===== src/rtl/bre_pkg.sv =====
// Package for the bit run-length Elias encoder.
// Holds shared widths, the queue depth, the code kind type and the token control struct.
// No dependencies.
`default_nettype none

package bre_pkg;

    localparam int RUN_WIDTH_DEF = 32;
    localparam int CODE_W        = 64;
    localparam int LEN_W         = 6;
    localparam int QUEUE_DEPTH   = 4;

    typedef enum logic [0:0] {
        KIND_GAMMA = 1'b0,
        KIND_DELTA = 1'b1
    } t_code_kind;

    typedef struct packed {
        logic       raw;
        logic       fin;
        t_code_kind kind;
    } t_tok_ctl;

endpackage

`default_nettype wire


===== src/rtl/bre_run_tracker.sv =====
// Run tracker: holds the code kind register and the run state, and turns
// each accepted bit into zero, one or two run tokens. Depends on bre_pkg.
`default_nettype none

module bre_run_tracker #(
    parameter int RUN_WIDTH = bre_pkg::RUN_WIDTH_DEF
) (
    input  wire logic                  i_clk,
    input  wire logic                  i_rst_n,
    input  wire logic                  i_cfg_wr_en,
    input  wire logic                  i_cfg_wr_data,
    input  wire logic                  i_accept,
    input  wire logic                  i_src_bit,
    input  wire logic                  i_last_bit,
    output logic [1:0]                 o_push_cnt,
    output logic [RUN_WIDTH-1:0]       o_tok0_run,
    output bre_pkg::t_tok_ctl          o_tok0_ctl,
    output logic [RUN_WIDTH-1:0]       o_tok1_run,
    output bre_pkg::t_tok_ctl          o_tok1_ctl
);
    import bre_pkg::*;

    t_code_kind           r_kind;
    logic [RUN_WIDTH-1:0] r_count, n_count;
    logic                 r_pol, n_pol;
    logic                 r_started, n_started;

    logic                 w_first_tok;
    logic [RUN_WIDTH-1:0] w_first_run;
    logic                 w_first_raw;
    logic [RUN_WIDTH-1:0] w_mid_count;
    logic                 w_mid_pol;

    always_comb begin
        w_first_tok = 1'b0;
        w_first_run = r_count;
        w_first_raw = 1'b0;
        w_mid_count = r_count;
        w_mid_pol   = r_pol;
        if (!r_started) begin
            w_first_tok = 1'b1;
            w_first_raw = 1'b1;
            w_first_run = RUN_WIDTH'(i_src_bit);
            w_mid_count = RUN_WIDTH'(1);
            w_mid_pol   = i_src_bit;
        end else if (i_src_bit == r_pol) begin
            if (!(&r_count)) begin
                w_mid_count = r_count + RUN_WIDTH'(1);
            end
        end else begin
            w_first_tok = 1'b1;
            w_mid_count = RUN_WIDTH'(1);
            w_mid_pol   = ~r_pol;
        end

        o_tok0_run = w_first_tok ? w_first_run : w_mid_count;
        o_tok0_ctl = '{raw: w_first_tok & w_first_raw, fin: ~w_first_tok, kind: r_kind};
        o_tok1_run = w_mid_count;
        o_tok1_ctl = '{raw: 1'b0, fin: 1'b1, kind: r_kind};
        o_push_cnt = i_accept ? (2'(w_first_tok) + 2'(i_last_bit)) : 2'd0;

        n_count   = r_count;
        n_pol     = r_pol;
        n_started = r_started;
        if (i_accept) begin
            if (i_last_bit) begin
                n_count   = '0;
                n_pol     = 1'b0;
                n_started = 1'b0;
            end else begin
                n_count   = w_mid_count;
                n_pol     = w_mid_pol;
                n_started = 1'b1;
            end
        end
    end

    always_ff @(posedge i_clk) begin
        if (!i_rst_n) begin
            r_kind    <= KIND_GAMMA;
            r_count   <= '0;
            r_pol     <= 1'b0;
            r_started <= 1'b0;
        end else begin
            if (i_cfg_wr_en) begin
                r_kind <= t_code_kind'(i_cfg_wr_data);
            end
            r_count   <= n_count;
            r_pol     <= n_pol;
            r_started <= n_started;
        end
    end

endmodule

`default_nettype wire


===== src/rtl/bre_tok_queue.sv =====
// Small token queue between the run tracker and the codeword former.
// Takes up to two tokens per cycle and releases at most one. Depends on bre_pkg.
`default_nettype none

module bre_tok_queue #(
    parameter int DATA_W = 8
) (
    input  wire logic              i_clk,
    input  wire logic              i_rst_n,
    input  wire logic [1:0]        i_push_cnt,
    input  wire logic [DATA_W-1:0] i_data0,
    input  wire logic [DATA_W-1:0] i_data1,
    input  wire logic              i_pop,
    output logic                   o_room,
    output logic                   o_head_valid,
    output logic [DATA_W-1:0]      o_head
);
    import bre_pkg::*;

    localparam int PTR_W = $clog2(QUEUE_DEPTH);
    localparam int CNT_W = PTR_W + 1;

    logic [DATA_W-1:0] r_mem [QUEUE_DEPTH];
    logic [PTR_W-1:0]  r_wr, n_wr;
    logic [PTR_W-1:0]  r_rd, n_rd;
    logic [CNT_W-1:0]  r_cnt, n_cnt;
    logic [PTR_W-1:0]  w_wr_next;

    always_comb begin
        w_wr_next    = r_wr + PTR_W'(1);
        o_room       = (r_cnt <= CNT_W'(QUEUE_DEPTH - 2));
        o_head_valid = (r_cnt != '0);
        o_head       = r_mem[r_rd];
        n_wr         = r_wr + PTR_W'(i_push_cnt);
        n_rd         = r_rd + PTR_W'(i_pop);
        n_cnt        = r_cnt + CNT_W'(i_push_cnt) - CNT_W'(i_pop);
    end

    always_ff @(posedge i_clk) begin
        if (i_push_cnt != 2'd0) begin
            r_mem[r_wr] <= i_data0;
        end
        if (i_push_cnt == 2'd2) begin
            r_mem[w_wr_next] <= i_data1;
        end
    end

    always_ff @(posedge i_clk) begin
        if (!i_rst_n) begin
            r_wr  <= '0;
            r_rd  <= '0;
            r_cnt <= '0;
        end else begin
            r_wr  <= n_wr;
            r_rd  <= n_rd;
            r_cnt <= n_cnt;
        end
    end

endmodule

`default_nettype wire


===== src/rtl/bre_code_former.sv =====
// Codeword former: turns the head token into a gamma, delta or raw codeword
// and holds it in the output register. Depends on bre_pkg.
`default_nettype none

module bre_code_former #(
    parameter int RUN_WIDTH = bre_pkg::RUN_WIDTH_DEF
) (
    input  wire logic                      i_clk,
    input  wire logic                      i_rst_n,
    input  wire logic                      i_head_valid,
    input  wire logic [RUN_WIDTH-1:0]      i_head_run,
    input  wire bre_pkg::t_tok_ctl         i_head_ctl,
    output logic                           o_pop,
    output logic                           o_valid,
    input  wire logic                      i_ready,
    output logic [bre_pkg::CODE_W-1:0]     o_code_bits,
    output logic [bre_pkg::LEN_W-1:0]      o_code_len,
    output logic                           o_final_code
);
    import bre_pkg::*;

    localparam int LG_W = $clog2(RUN_WIDTH);
    localparam int M_W  = LG_W + 1;

    function automatic logic [LG_W-1:0] top_bit(input logic [RUN_WIDTH-1:0] v);
        logic [LG_W-1:0] p;
        p = '0;
        for (int i = 1; i < RUN_WIDTH; i++) begin
            if (v[i]) begin
                p = LG_W'(i);
            end
        end
        return p;
    endfunction

    function automatic logic [LEN_W-1:0] top_bit_m(input logic [M_W-1:0] v);
        logic [LEN_W-1:0] p;
        p = '0;
        for (int i = 1; i < M_W; i++) begin
            if (v[i]) begin
                p = LEN_W'(i);
            end
        end
        return p;
    endfunction

    logic                r_valid;
    logic [CODE_W-1:0]   r_bits, n_bits;
    logic [LEN_W-1:0]    r_len, n_len;
    logic                r_fin;

    logic [LG_W-1:0]     w_lg;
    logic [M_W-1:0]      w_m;
    logic [LEN_W-1:0]    w_mg;
    logic [CODE_W-1:0]   w_mask;

    always_comb begin
        o_pop  = i_head_valid && (!r_valid || i_ready);
        w_lg   = top_bit(i_head_run);
        w_m    = M_W'(w_lg) + M_W'(1);
        w_mg   = top_bit_m(w_m);
        w_mask = ~({CODE_W{1'b1}} << w_lg);

        if (i_head_ctl.raw) begin
            n_bits = CODE_W'(i_head_run[0]);
            n_len  = LEN_W'(1);
        end else begin
            unique case (i_head_ctl.kind)
                KIND_GAMMA: begin
                    n_bits = CODE_W'(i_head_run);
                    n_len  = LEN_W'({w_lg, 1'b1});
                end
                KIND_DELTA: begin
                    n_bits = (CODE_W'(w_m) << w_lg) | (CODE_W'(i_head_run) & w_mask);
                    n_len  = LEN_W'({w_mg, 1'b1}) + LEN_W'(w_lg);
                end
                default: begin
                    n_bits = CODE_W'(i_head_run);
                    n_len  = LEN_W'({w_lg, 1'b1});
                end
            endcase
        end
    end

    always_ff @(posedge i_clk) begin
        if (o_pop) begin
            r_bits <= n_bits;
            r_len  <= n_len;
            r_fin  <= i_head_ctl.fin;
        end
    end

    always_ff @(posedge i_clk) begin
        if (!i_rst_n) begin
            r_valid <= 1'b0;
        end else if (o_pop) begin
            r_valid <= 1'b1;
        end else if (i_ready) begin
            r_valid <= 1'b0;
        end
    end

    assign o_valid      = r_valid;
    assign o_code_bits  = r_bits;
    assign o_code_len   = r_len;
    assign o_final_code = r_fin;

endmodule

`default_nettype wire


===== src/rtl/bit_run_length_elias_encoder.sv =====
// Top level of the bit run-length Elias encoder.
// Instantiates bre_run_tracker, bre_tok_queue and bre_code_former; uses bre_pkg.
//
// Usage:
// The input channel (i_valid, o_ready) takes one source bit per transfer,
// most significant bit first, with i_last_bit on the final bit of a vector.
// The output channel (o_valid, i_ready) returns right-aligned codewords with
// their length; o_final_code marks the last codeword of a vector.
// The first bit of a vector comes out raw as a one-bit codeword; each run
// after that comes out as one Elias gamma or delta codeword, as chosen by
// the one-bit register written through i_cfg_wr_en and i_cfg_wr_data.
// An input bit's first codeword passes through the token queue and then the output register.
// One input bit is taken every cycle while the output is drained; a bit
// that yields two codewords needs two output transfers, and the four-entry
// token queue absorbs that, so o_ready drops only while fewer than two of
// its entries are free.
// When the receiver stalls the output register holds its codeword and the
// queue fills, after which o_ready falls. Reset clears the run state, the
// queue and the output valid flag and selects gamma codes.
`default_nettype none

module bit_run_length_elias_encoder #(
    parameter int RUN_WIDTH = bre_pkg::RUN_WIDTH_DEF
) (
    input  wire logic                      i_clk,
    input  wire logic                      i_rst_n,
    input  wire logic                      i_cfg_wr_en,
    input  wire logic                      i_cfg_wr_data,
    input  wire logic                      i_valid,
    output logic                           o_ready,
    input  wire logic                      i_src_bit,
    input  wire logic                      i_last_bit,
    output logic                           o_valid,
    input  wire logic                      i_ready,
    output logic [bre_pkg::CODE_W-1:0]     o_code_bits,
    output logic [bre_pkg::LEN_W-1:0]      o_code_len,
    output logic                           o_final_code
);
    import bre_pkg::*;

    localparam int CTL_W  = $bits(t_tok_ctl);
    localparam int DATA_W = RUN_WIDTH + CTL_W;

    logic                 w_accept;
    logic [1:0]           w_push_cnt;
    logic [RUN_WIDTH-1:0] w_tok0_run, w_tok1_run;
    t_tok_ctl             w_tok0_ctl, w_tok1_ctl;
    logic                 w_room;
    logic                 w_head_valid;
    logic [DATA_W-1:0]    w_head;
    logic                 w_pop;

    assign o_ready  = w_room;
    assign w_accept = i_valid && w_room;

    bre_run_tracker #(
        .RUN_WIDTH(RUN_WIDTH)
    ) u_tracker (
        .i_clk         (i_clk),
        .i_rst_n       (i_rst_n),
        .i_cfg_wr_en   (i_cfg_wr_en),
        .i_cfg_wr_data (i_cfg_wr_data),
        .i_accept      (w_accept),
        .i_src_bit     (i_src_bit),
        .i_last_bit    (i_last_bit),
        .o_push_cnt    (w_push_cnt),
        .o_tok0_run    (w_tok0_run),
        .o_tok0_ctl    (w_tok0_ctl),
        .o_tok1_run    (w_tok1_run),
        .o_tok1_ctl    (w_tok1_ctl)
    );

    bre_tok_queue #(
        .DATA_W(DATA_W)
    ) u_queue (
        .i_clk        (i_clk),
        .i_rst_n      (i_rst_n),
        .i_push_cnt   (w_push_cnt),
        .i_data0      ({w_tok0_ctl, w_tok0_run}),
        .i_data1      ({w_tok1_ctl, w_tok1_run}),
        .i_pop        (w_pop),
        .o_room       (w_room),
        .o_head_valid (w_head_valid),
        .o_head       (w_head)
    );

    bre_code_former #(
        .RUN_WIDTH(RUN_WIDTH)
    ) u_former (
        .i_clk        (i_clk),
        .i_rst_n      (i_rst_n),
        .i_head_valid (w_head_valid),
        .i_head_run   (w_head[RUN_WIDTH-1:0]),
        .i_head_ctl   (t_tok_ctl'(w_head[DATA_W-1:RUN_WIDTH])),
        .o_pop        (w_pop),
        .o_valid      (o_valid),
        .i_ready      (i_ready),
        .o_code_bits  (o_code_bits),
        .o_code_len   (o_code_len),
        .o_final_code (o_final_code)
    );

endmodule

`default_nettype wire


===== config.mk =====
export PLATFORM = sky130hd
export DESIGN_NAME = bit_run_length_elias_encoder
export DESIGN_NICKNAME = d
export VERILOG_FILES = /design/src/rtl/bre_pkg.sv /design/src/rtl/bre_run_tracker.sv /design/src/rtl/bre_tok_queue.sv /design/src/rtl/bre_code_former.sv /design/src/rtl/bit_run_length_elias_encoder.sv
export SDC_FILE = /design/constraint.sdc
export NUM_CORES = 1
export LEC_CHECK = 0
export BUFFER_PORTS_ARGS = -buffer_cell sky130_fd_sc_hd__buf_2
export CAP_MARGIN = 25
export CORE_MARGIN = 2
export CORE_UTILIZATION = 35
export CTS_CLUSTER_DIAMETER = 60
export DETAILED_ROUTE_END_ITERATION = 10
export SLEW_MARGIN = 0
export SYNTH_ARGS = -nofsm -noshare
export SYNTH_HDL_FRONTEND = slang
export SYNTH_SLANG_ARGS = --single-unit
export TNS_END_PERCENT = 30

===== constraint.sdc =====
create_clock -name i_clk -period 7.09 [get_ports i_clk]
set_input_delay 0.3545 -clock i_clk [delete_from_list [all_inputs] [get_ports i_clk]]
set_output_delay 0.3545 -clock i_clk [all_outputs]
set_load 0.03 [all_outputs]

=== After elaboration in Yosys (flattened, before gate mapping) ===
Memories as Yosys holds them, arrays and structs flattened. A register that Yosys moved wholly into a read port is not among the register bits.
Cells that the tools add are included.

* Output and inout port bits: 73
* Memories: 1
* Memory bits (writable): 140
* Logic and storage cells: 104
* Bits of input ports: 8
* Bits in registers: 114

* Bitwise logic cells: 7
* Equal/unequal tests: 3
* $lt $le $gt $ge: 1
* Shift operators: 2
* Muxes and demuxes: 60
* Add/subtract/negate cells: 9
* Reduce and logical (&&, ||, !) cells: 9

{| class="wikitable"
|+ Memories
! memory !! depth !! width !! read ports !! clocked after memory_dff !! wr ports !! RTL line !! RTL
|-
| u_queue.r_mem || 4 || 35 || 1 || 1 || 2 || bre_tok_queue.sv:23 || <nowiki>logic [DATA_W-1:0] r_mem [QUEUE_DEPTH];</nowiki>
|}

{| class="wikitable"
|+ Operator list
! operator !! number
|-
| two-way mux 32 bit || 6
|-
| case mux 64 bit (2 select lines) || 1
|-
| two-way mux 5 bit || 16
|-
| AND 32 x 64 -> 64 bit || 1
|-
| NOT 64 bit || 1
|-
| bitwise OR 64 bit || 1
|-
| << shifter 6 x 5 -> 64 bit || 1
|-
| << shifter 64 x 5 -> 64 bit, first input constant || 1
|-
| adder 32 x 1 -> 32 bit, second input constant || 1
|-
| two-way mux 4 bit || 8
|-
| AND reduction 32 bit || 1
|-
| two-way mux 3 bit || 6
|-
| two-way mux 1 bit || 16
|-
| two-way mux 2 bit || 6
|-
| case mux 6 bit (2 select lines) || 1
|-
| adder 4 x 5 -> 6 bit || 1
|-
| adder 5 x 1 -> 6 bit, second input constant || 1
|-
| nonzero test 2 bit || 2
|-
| adder 3 x 2 -> 3 bit || 1
|-
| <= comparator 3 x 2 -> 1 bit, second input constant || 1
|-
| != test 3 bit, second input constant || 1
|-
| NOT 1 bit || 3
|-
| nonzero test 3 bit || 1
|-
| subtractor 3 x 1 -> 3 bit || 1
|-
| 11 further kinds || 12
|}

=== Longest topological paths before layout ===
Gate-level depths: netlist (run 1).

* Depth after elaboration: 39
* Gate-level depth with buffers: 23
* Depth with buffers taken out: 18

=== By module ===
From an unflattened synthesis (run 1), not the netlist that was laid out.

* Cells, all modules: 1221
* Area total of the unflattened synthesis: 13680.6 um^2

{| class="wikitable"
|+ Modules (own cells, without submodules)
! module !! instances !! area an instance (um^2) !! cells each
|-
| bre_tok_queue || 1 || 7176.9 || 380
|-
| bre_run_tracker || 1 || 3249.4 || 481
|-
| bre_code_former || 1 || 3248.1 || 359
|-
| bit_run_length_elias_encoder || 1 || 6.3 || 1
|}

=== Least setup slack after synthesis (run 1) ===
No wires, ideal clock.

* Kind: register to register
* Start: reg u_queue.r_rd[0] (netlist name)
* End: reg u_former.r_len[4] (netlist: u_former.o_code_len[4]), data pin
* Stages on the path, launching flop included: 23
* Required time: 6923 ps
* Setup slack: 2572 ps
* Arrival: 4350 ps
* Library setup time: 167 ps
* Path through: dfxtp_1 > buf_6 > buf_12 > buf_2 > mux4_2 > nor2b_1 > o21bai_1 > nand4_1 > o211ai_2 > inv_2 > buf_2 > ha_1 > ha_1 > nor2_1 > a21oi_1 > a21boi_0 > fa_1 > inv_1 > a21o_1 > a21oi_1 > xnor2_1 > nor2_1 > a211oi_1

{| class="wikitable"
|+ RTL lines
! element !! RTL line !! RTL
|-
| end signal, assigned || bre_code_former.sv:88 || <nowiki>r_len <= n_len;</nowiki>
|-
| end, declared || bre_code_former.sv:49 || <nowiki>logic [LEN_W-1:0] r_len, n_len;</nowiki>
|}

==> run metrics, run 1 <==
status=finished clean; Worst setup EP type=register; RSZ-0062 raised after global routing=false; vias post-DR=~10,000; Final Hold Viols=0; Synth top area share=41.3%; reg2reg path depth=15; die height=a little under 200 um; max_cap viols=0; Setup-failing EPs final=0; CTS tree=built; Critical Path Source=u_queue.r_rd[0]; DR pass1 iterations=7; Initial DRC Count=between 1,000 and 1,500; H-tree depth=1; async set-reset flop share out of synthesis=0%; clock slew at reported path FFs=roughly 0.060 ns; period utilization=~77%; worst hold slack=between 0.07 and 0.08 ns; Yosys top cell by area=edfxtp_1; Root Driver=clkbuf_16; top cells by area, synth=edfxtp_1 41%, dfxtp_1 8.0%, a21oi_1 6.2%, mux4_2 5.6%, nand3_1 5.5%; uppermost routed layer=met4; Pint=approximately 0.0033 W; Power Density=390 mW/mm2; Sw Share=39.9%; DP Wirelength=roughly 25,000 um; met1 WL=between 15,000 and 20,000 um; Seq pwr share=between 30% and 40%; critical path arrival=between 5 and 6 ns; Syn Inst Count=about 1,300; register area share after synthesis=between 40% and 50%; critical path type=reg -> reg; adder-cell share of the synthesized area=under 10%; layout overhead on the synthesized area=10.6%; clock group share of total power=a little under a quarter; Ports=81; CTS sink cnt=roughly 230; largest fanout on the critical path=21; XOR/XNOR Fraction of Synth Area=2.81%; Nets=roughly 1,300; initial antenna violation count=0; RD Place Congestion=0.928; Synth Area in Simple Gates=between 10% and 20%; Filler cells=3,576; Final Skew=~0.015 ns; Met2 Routed Length=between 15,000 and 20,000 um; Reg area=approximately 0.0063 mm2; vias in the first global route=~9,500; combinational family with the most area after synthesis=simple AND/OR/NAND/NOR gates; worst r2r src=u_queue.r_rd[0]; most frequent cells in the layout=176 x edfxtp_1, 157 x a21oi_1, 140 x nand3_1, 131 x nand2_1, 53 x buf_2; most common cell after layout, fill and taps aside=edfxtp_1; hold buffers post-CTS=0; Post-CTS Resized=0; logic gate share of total power=around two fifths; RR Endpoint=u_former.o_code_len[4]; WL per Instance=approximately 21 um; Avg Cell Area, Syn=between 10 and 15 um2; Compound-Gate Fraction of Synth Area=between 10% and 20%; Static Leak=roughly 4.3 nW; R2R setup slack=roughly 1.7 ns; # DRC=0; multiplexer share of the synthesized area=under 10%; Syn Std Cell Area=between 0.01 and 0.015 mm2; post-CTS setup buffer count=0; Critical Path Start Type=register; TNS Setup=0 ns; flop and latch count out of synthesis=approximately 230; diodes inserted=0; GRT overflow=0; Worst Tran Pin Value=just over 0.9 ns; row cnt=70; library cells used by synthesis=85; Highest Clock Rate=0.184 GHz; Port-buffer cells=53; Synth Warn #=0; Top FF cell, synth=edfxtp_1; HP Class=in -> reg; Die X=195 um; Vias/cell=5.81; Slew HR=between 30% and 40%; share of post-route cells with drive strength above 1=~15%; die area=around 0.038 mm2; Post-synth EDFFs=roughly 180; max-slew violation count=0; Core ar.=around 0.036 mm2; largest net degree at the start of global routing=117; crit path time final=roughly 5.4 ns; first-pass GRT wire length=roughly 57,000 um; GRT Total Usage=between 10% and 20%; Routed WL=roughly 37,000 um; hold-critical path depth=3; total CTS buffers=25; final core occ=about two fifths; peak supply drop=0.247 mV; critical path endpoint=u_former.o_code_len[4]; CP required=7.43 ns; Clock Latency Late Sink=~0.53 ns; Max clock buf depth=3; multi-input logic area=0.00588 mm2; Met3 Wirelength=between 3000 and 4000 um; initial core utilization=around a third; Psw=0.00220 W; Final ANT Viol Nets=0
worst max-delay path: stages (launching register included):
cell	delay (ns)
dfxtp_2	0.78
buf_12	0.28
mux4_1	0.73
or4_4	0.65
nand4bb_1	0.58
a21oi_1	0.36
a21o_1	0.39
a21oi_1	0.14
a21boi_0	0.17
fa_1	0.44
inv_1	0.08
a21o_1	0.10
a21oi_1	0.07
xnor2_1	0.14
nor2_1	0.06
a211oi_1	0.23
flip-flops by register name, indices dropped and copies added (netlist names), 2 cells and up:
register and cells:
u_former.o_code_len 6, u_queue.r_rd 2, u_queue.r_wr 2, u_tracker.r_count 32, u_queue.r_cnt 3, u_queue.r_mem 140
u_former.o_code_bits 37
final cells by class:
type	count	share of cell area, %
multi-input cells	919	41.6
clock buffers	31	4.65
clock inverters	14	1.05
flip-flops and latches	227	44.6
repair buffers	78	3.43
well taps	468	4.14
inverters	20	0.549
through the flow:
step	total power (W)	cell area, um2	worst slack, ns	instances
CTS	0.00552	14100	1.64	1756
detailed placement	0.00423	13300	1.68	1711
global route	0.00579	14100	1.21	1757
finish	0.00551	14100	1.66	1757
floorplan	0.00357	12900	2.57	1299
global placement	0.00424	13300	1.70	1711
how the worst min path moves through the flow:
| stage | slack, ns | from | endpoint |
|---|---|---|---|
| 2_1_floorplan | 0.44 | u_queue.r_mem[1][33] | u_queue.r_mem[1][33] |
| 3_3_place_gp | 0.45 | u_queue.r_mem[2][33] | u_queue.r_mem[2][33] |
| 3_5_place_dp | 0.46 | u_queue.r_mem[2][33] | u_queue.r_mem[2][33] |
| 4_1_cts | 0.06 | i_cfg_wr_data | u_tracker.r_kind |
| 5_1_grt | 0.1 | i_cfg_wr_data | u_tracker.r_kind |
| 6_report | 0.08 | i_cfg_wr_data | u_tracker.r_kind |
routing by layer:
| layer | GRT usage (%) | vias to the layer above |
|---|---|---|
| met5 | 0 | - |
| met4 | 7.18 | 0 |
| met3 | 2.92 | 85 |
| met2 | 30.2 | 558 |
| met1 | 26.4 | 4908 |
| li1 | - | 4658 |
Yosys cell counts, drive strengths merged (3+ instances only):
cell type / n
nand2: 132
o221ai: 4
buf: 52
edfxtp: 176
nand3: 141
inv: 20
o22ai: 19
a21oi: 161
nor4: 10
nor3: 32
a32oi: 3
a21o: 11
nand4: 9
nand3b: 7
o31ai: 3
a31oi: 4
or4: 4
a211oi: 5
or3b: 3
mux2: 4
o21ai: 55
o21bai: 4
and3: 10
nor2: 51
dfxtp: 51
and2: 35
and4: 6
nand2b: 10
or2: 4
o211ai: 12
a21boi: 7
xnor2: 23
nor2b: 20
mux4: 33
clkbuf: 81
xor2: 18
mux2i: 5
ha: 15
power by group through the flow:
stage          clock (W)  combinational, W  sequential (W)
4_1_cts          0.00132           0.00223         0.00197
3_3_place_gp           0           0.00225         0.00200
5_1_grt          0.00136           0.00244         0.00200
2_1_floorplan          0           0.00137         0.00220
3_5_place_dp           0           0.00222         0.00200
6_report         0.00129           0.00225         0.00196
logic make-up after synthesis:
logic type | after synthesis
AOI/OAI and AO/OA | 311
xor gates and xnor gates | 41
adders and majority gates | 17
buffers and inverters | 153
DFF | 227
muxes | 42
other | 1
and+or+nand+nor | 481
(Power assumes the default switching activity.)
==> run 2, diff against run 1 <==
==> constraint.sdc (replaced) <==
create_clock -name i_clk -period 5.6 [get_ports i_clk]
set_input_delay 0.28 -clock i_clk [delete_from_list [all_inputs] [get_ports i_clk]]
set_output_delay 0.28 -clock i_clk [all_outputs]
set_load 0.03 [all_outputs]
==> run 2 against run 1 <==
Combinational power is 31% higher. Sequential share of layout area is 0.50 points lower. Largest cell class unchanged. Die area stayed put. Design area is 1.1% higher. Setup slack worse by 0.95 ns. Register-to-register slack worse by 0.95 ns. Routed wire length is 1.9% higher. Highest routed layer unchanged. Clock skew is 0.0026 ns lower. Global-route usage is 0.63 points higher. Flip-flop and latch count stayed put.
==> run metrics, run 2 (synthesis gave the netlist of run 1 again) <==
status=finished clean; Max clock buf depth=3; largest fanout on the critical path=11; Critical Path Start Type=register; critical path arrival=about 5.3 ns; Reg area=roughly 0.0063 mm2; worst r2r src=u_queue.r_rd[0]; GRT Total Usage=approximately a fifth; RR Endpoint=u_former.o_code_len[4]; Worst Tran Pin Value=0.907 ns; Final Total Pwr=0.00713 W; peak supply drop=about 0.35 mV; Routed WL=37,700 um; max reg flops=140; TNS Setup=0 ns; max-slew violation count=0; most common cell after layout, fill and taps aside=edfxtp_1; largest net degree at the start of global routing=roughly 120; Clock Latency Late Sink=0.55 ns; multi-input logic area=between 0.005 and 0.006 mm2; Root Driver=clkbuf_16; RSZ-0062 raised after global routing=false; # DRC=0; total CTS buffers=28; Final Hold Viols=0; Ports=between 80 and 90; Filler cells=roughly 3,500; Final ANT Viol Nets=0; clock slew at reported path FFs=~0.060 ns; CTS sink cnt=~230; largest register by flop count=u_queue.r_mem; CP required=5.96 ns; layout overhead on the synthesized area=11.8%; initial core utilization=35.3%; Finished Cell Area=roughly 0.014 mm2; H-tree depth=1; R2R setup slack=between 0.7 and 0.8 ns; crit path time final=4.89 ns; vias in the first global route=between 9,000 and 10,000; RD Place Congestion=about 0.93; diodes inserted=0; Post-CTS Resized=0; Final Skew=roughly 0.012 ns; Critical Path Source=u_queue.r_rd[0]; Vias/cell=a little under 6; reg2reg path depth=18; Core ar.=~0.036 mm2; die area=around 0.038 mm2; initial antenna violation count=0; GRT overflow=0; row cnt=70; Slew HR=39.3%; critical path type=reg -> reg; Initial DRC Count=~1,100; HP Class=in -> reg; period utilization=~87%; Setup-failing EPs final=0; Nets=about 1,300; Static Leak=about 4.4 nW; CTS tree=built; Placed Area=roughly 0.013 mm2; Worst setup EP type=register; first-pass GRT wire length=between 50,000 and 60,000 um; WL per Instance=between 20 and 25 um; Die X=a little under 200 um; Highest Clock Rate=0.205 GHz; Power Density=around 500 mW/mm2; share of post-route cells with drive strength above 1=between 10% and 20%; DR pass1 iterations=5; most frequent cells in the layout=176 x edfxtp_1, 157 x a21oi_1, 140 x nand3_1, 131 x nand2_1, 53 x buf_2; critical path endpoint=u_former.o_code_len[4]; vias post-DR=between 10,000 and 15,000; DP Wirelength=around 26,000 um; Port-buffer cells=53; max_cap viols=0; die height=just under 200 um
==> run 2: changes by cell type in the layout (fill, tap and decap cells not counted) <==
cell           previous run  this run
buf_4                    23        28
clkbuf_16                25        29
clkinv_1                  2         6
clkinv_2                  7         4
buf_12                    1         3
bufinv_16                 3         1
clkinv_4                  0         2
dlygate4sd3_1             0         2
clkbuf_8                  1         0
inv_6                     1         2
inv_8                     0         1
==> run 2: power breakdown <==
group	internal, W	total, W	switching [W]
combinational	0.000960	0.00295	0.00199
sequential	0.00231	0.00246	0.000154
clock	0.000994	0.00172	0.000722
total	0.00426	0.00713	0.00286
==> run 2: how the worst min path moves through the flow <==
stage,from,end,cells past startpoint
after detailed placement,u_queue.r_mem[3][33],u_queue.r_mem[3][33],2
after floorplan,u_queue.r_mem[1][33],u_queue.r_mem[1][33],2
after global routing,i_ready,u_former.o_valid,4
after global placement,u_queue.r_mem[3][33],u_queue.r_mem[3][33],2
final,i_src_bit,u_tracker.r_pol,3
after CTS,i_src_bit,u_tracker.r_pol,3
==> run 2: what timing repair did <==
action | 4_1_cts | 5_1_grt
setup buffers | 0 | 0
hold buffers | 2 | 0
endpoints found under the hold margin | 1 | 0
==> run 2: cell type report <==
cell class              instances  share of cell area (%)
clock buffers                  34                    5.21
clock inverters                17                   0.884
inverters                      20                   0.542
multi-input cells             919                    41.1
flip-flops and latches        227                    44.1
well taps                     468                    4.09
repair buffers                 87                    4.08
==> run 2: layer usage <==
layer	part of all wire (%)	track usage (%)	routed length (um)
met3	7.8	2.35	2940
met1	43	27.2	16300
met2	46	31.9	17200
met5	0	0	0
met4	3.2	6.87	1210
==> run 2: through the flow <==
| step | std cells | util [%] | setup WS, ns | hold slack (ns) |
|---|---|---|---|---|
| CTS | 1771 | 39.4 | 0.668 | 0.0389 |
| global placement | 1718 | 36.9 | 0.795 | 0.453 |
| finish | 1772 | 39.4 | 0.712 | 0.0587 |
| detailed placement | 1718 | 36.9 | 0.699 | 0.458 |
| global route | 1772 | 39.4 | 0.312 | 0.0790 |
| floorplan | 1299 | - | 1.08 | 0.437 |
==> run 2: critical path, stage by stage, from the launching register on <==
cell and delay [ns]:
dfxtp_2 0.58, buf_4 0.26, mux4_2 0.59, or4_1 0.44
o221ai_1 0.23, and3_2 0.25, nor3_4 0.05, ha_1 0.26
ha_1 0.46, nor2_1 0.08, a21oi_1 0.16, a21boi_0 0.29
fa_1 0.27, inv_1 0.05, a21o_1 0.15, a21oi_1 0.17
xnor2_1 0.13, nor2_1 0.05, a211oi_1 0.22
==> run 3, diff against run 2 <==
--- a/config.mk
+++ b/config.mk
@@ -7,10 +7,13 @@
 export LEC_CHECK = 0
 export BUFFER_PORTS_ARGS = -buffer_cell sky130_fd_sc_hd__buf_2
 export CAP_MARGIN = 25
+export CELL_PAD_IN_SITES_DETAIL_PLACEMENT = 1
+export CELL_PAD_IN_SITES_GLOBAL_PLACEMENT = 2
 export CORE_MARGIN = 2
 export CORE_UTILIZATION = 35
 export CTS_CLUSTER_DIAMETER = 60
 export DETAILED_ROUTE_END_ITERATION = 10
+export PLACE_DENSITY_LB_ADDON = 0.1
 export SLEW_MARGIN = 0
 export SYNTH_ARGS = -nofsm -noshare
 export SYNTH_HDL_FRONTEND = slang
==> run 3 against run 2 <==
Critical endpoint unchanged. Flip-flop and latch count unchanged. First-iteration DRC count decreased by 43%. Routed wire length increased by 13%.
==> run metrics, run 3 (synthesis gave the netlist of run 1 again) <==
status=finished clean; RSZ-0062 raised after global routing=false; critical path arrival=5.29 ns; row cnt=70; Ports=slightly above 80; Core ar.=0.0363 mm2; max reg flops=140; largest net degree at the start of global routing=66; Critical Path, Cell by Cell=buf_4, mux4_1, nor3_1, nand4_1, o211ai_2, inv_2, ha_1, ha_1, nor2_1, a21oi_1, a21boi_0, fa_1, inv_1, a21o_1, a21oi_1, xnor2_1, nor2_1, a211oi_1; Worst setup EP type=register; Worst Tran Pin Value=approximately 1 ns; vias post-DR=9,968; DP Wirelength=around 30,000 um; TNS Setup=0 ns; Nets=around 1,300; Final Total Pwr=about 0.007 W; max_cap viols=0; most common cell after layout, fill and taps aside=edfxtp_1; total CTS buffers=28; GRT Total Usage=between 20% and 30%; largest fanout on the critical path=12; RD Place Congestion=approximately 0.88; Finished Cell Area=0.0143 mm2; most frequent cells in the layout=176 x edfxtp_1, 157 x a21oi_1, 141 x nand3_1, 131 x nand2_1, 53 x buf_2; GRT overflow=0; initial core utilization=35.3%; Critical Path Start Type=register; die area=approximately 0.038 mm2; PnR worst setup slack=0.689 ns; Routed WL=42,600 um; Post-CTS Resized=0; Initial DRC Count=approximately 620; Final ANT Viol Nets=0; crit path time final=around 4.9 ns; worst r2r src=u_queue.r_rd[0]; CTS sink cnt=~230; vias in the first global route=roughly 10,000; peak supply drop=around 0.3 mV; HP Class=in -> reg; share of post-route cells with drive strength above 1=between 15 and 20%; CTS tree=built; worst slack, placed=0.674 ns; initial antenna violation count=0; Vias/cell=5.61; # DRC=0; max-slew violation count=0; Buf/Inv on CP=3; Final Hold Viols=0; clock slew at reported path FFs=~0.06 ns; Power Density=500 mW/mm2; Die X=just under 200 um; Slew HR=33.0%; Max clock buf depth=3; Placed Area=approximately 0.013 mm2; R2R setup slack=between 0.6 and 0.7 ns; diodes inserted=0; critical path endpoint=u_former.o_code_len[4]; Port-buffer cells=53; Root Driver=clkbuf_16; Final Skew=approximately 0.012 ns; first-pass GRT wire length=about 66,000 um; CP required=between 5 and 6 ns; DR pass1 iterations=6; CP top delay family=compound AO/OA/AOI/OAI gates; crit-path max cell delay=~0.76 ns; hold buffers post-CTS=2; Clock Latency Late Sink=0.55 ns; Critical Path Source=u_queue.r_rd[0]; Static Leak=roughly 4.4 nW; layout overhead on the synthesized area=11.6%; Highest Clock Rate=approximately 0.20 GHz; period utilization=87.7%; reg2reg path depth=18; die height=between 150 and 200 um; Setup-failing EPs final=0; critical path type=reg -> reg; H-tree depth=1; WL per Instance=about 24 um; largest register by flop count=u_queue.r_mem; RR Endpoint=u_former.o_code_len[4]; Worst path depth=18; post-CTS setup buffer count=0; Slowest-stage cell, CP=mux4_1; final core occ=39.4%
-- run 3: area by class of cell --
| type | count | area [um2] |
|---|---|---|
| Inverter | 20 | 77.6 |
| Clock inverter | 21 | 126 |
| Clock buffer | 31 | 733 |
| Multi-Input combinational cell | 919 | 5870 |
| Tap cell | 468 | 586 |
| Sequential cell | 227 | 6310 |
| Fill cell | 4030 | 22000 |
| Timing Repair Buffer | 92 | 576 |
-- run 3: worst min-delay path by stage --
| stage | startpoint | end | slack, ns | cells after the start |
|---|---|---|---|---|
| CTS | i_src_bit | u_tracker.r_pol | 0.03 | 3 |
| global route | i_src_bit | u_tracker.r_pol | 0.07 | 3 |
| global placement | u_queue.r_mem[0][33] | u_queue.r_mem[0][33] | 0.46 | 2 |
| floorplan | u_queue.r_mem[1][33] | u_queue.r_mem[1][33] | 0.44 | 2 |
| detailed placement | u_queue.r_mem[3][33] | u_queue.r_mem[3][33] | 0.47 | 2 |
| finish | i_src_bit | u_tracker.r_pol | 0.05 | 3 |
-- run 3: routing by layer --
layer,GRT usage (%),share of wire (%)
met4,6.93,2.7
met3,2.44,4.2
met5,0,0
met1,30.6,46
met2,37.7,47
-- run 3: stage by stage --
stage	hold WS, ns	instances
floorplan	0.437	1299
global placement	0.465	1724
detailed placement	0.468	1724
CTS	0.0260	1778
global route	0.0696	1778
finish	0.0533	1778
-- run 3: worst reg2reg max path, stage by stage, from the launching register on --
cell and delay, ns:
dfxtp_2 0.60, buf_4 0.31, mux4_1 0.76, nor3_1 0.38, nand4_1 0.17, o211ai_2 0.20
inv_2 0.06, ha_1 0.26, ha_1 0.45, nor2_1 0.10, a21oi_1 0.17, a21boi_0 0.24
fa_1 0.26, inv_1 0.06, a21o_1 0.15, a21oi_1 0.17, xnor2_1 0.13, nor2_1 0.05
a211oi_1 0.22
-- run 3: power by group --
group / internal [W] / switching, W / total (W)
Combinational: 0.000965 / 0.00203 / 0.00299
Clock: 0.000946 / 0.000735 / 0.00168
Sequential: 0.00231 / 0.000159 / 0.00247
Total: 0.00422 / 0.00292 / 0.00714
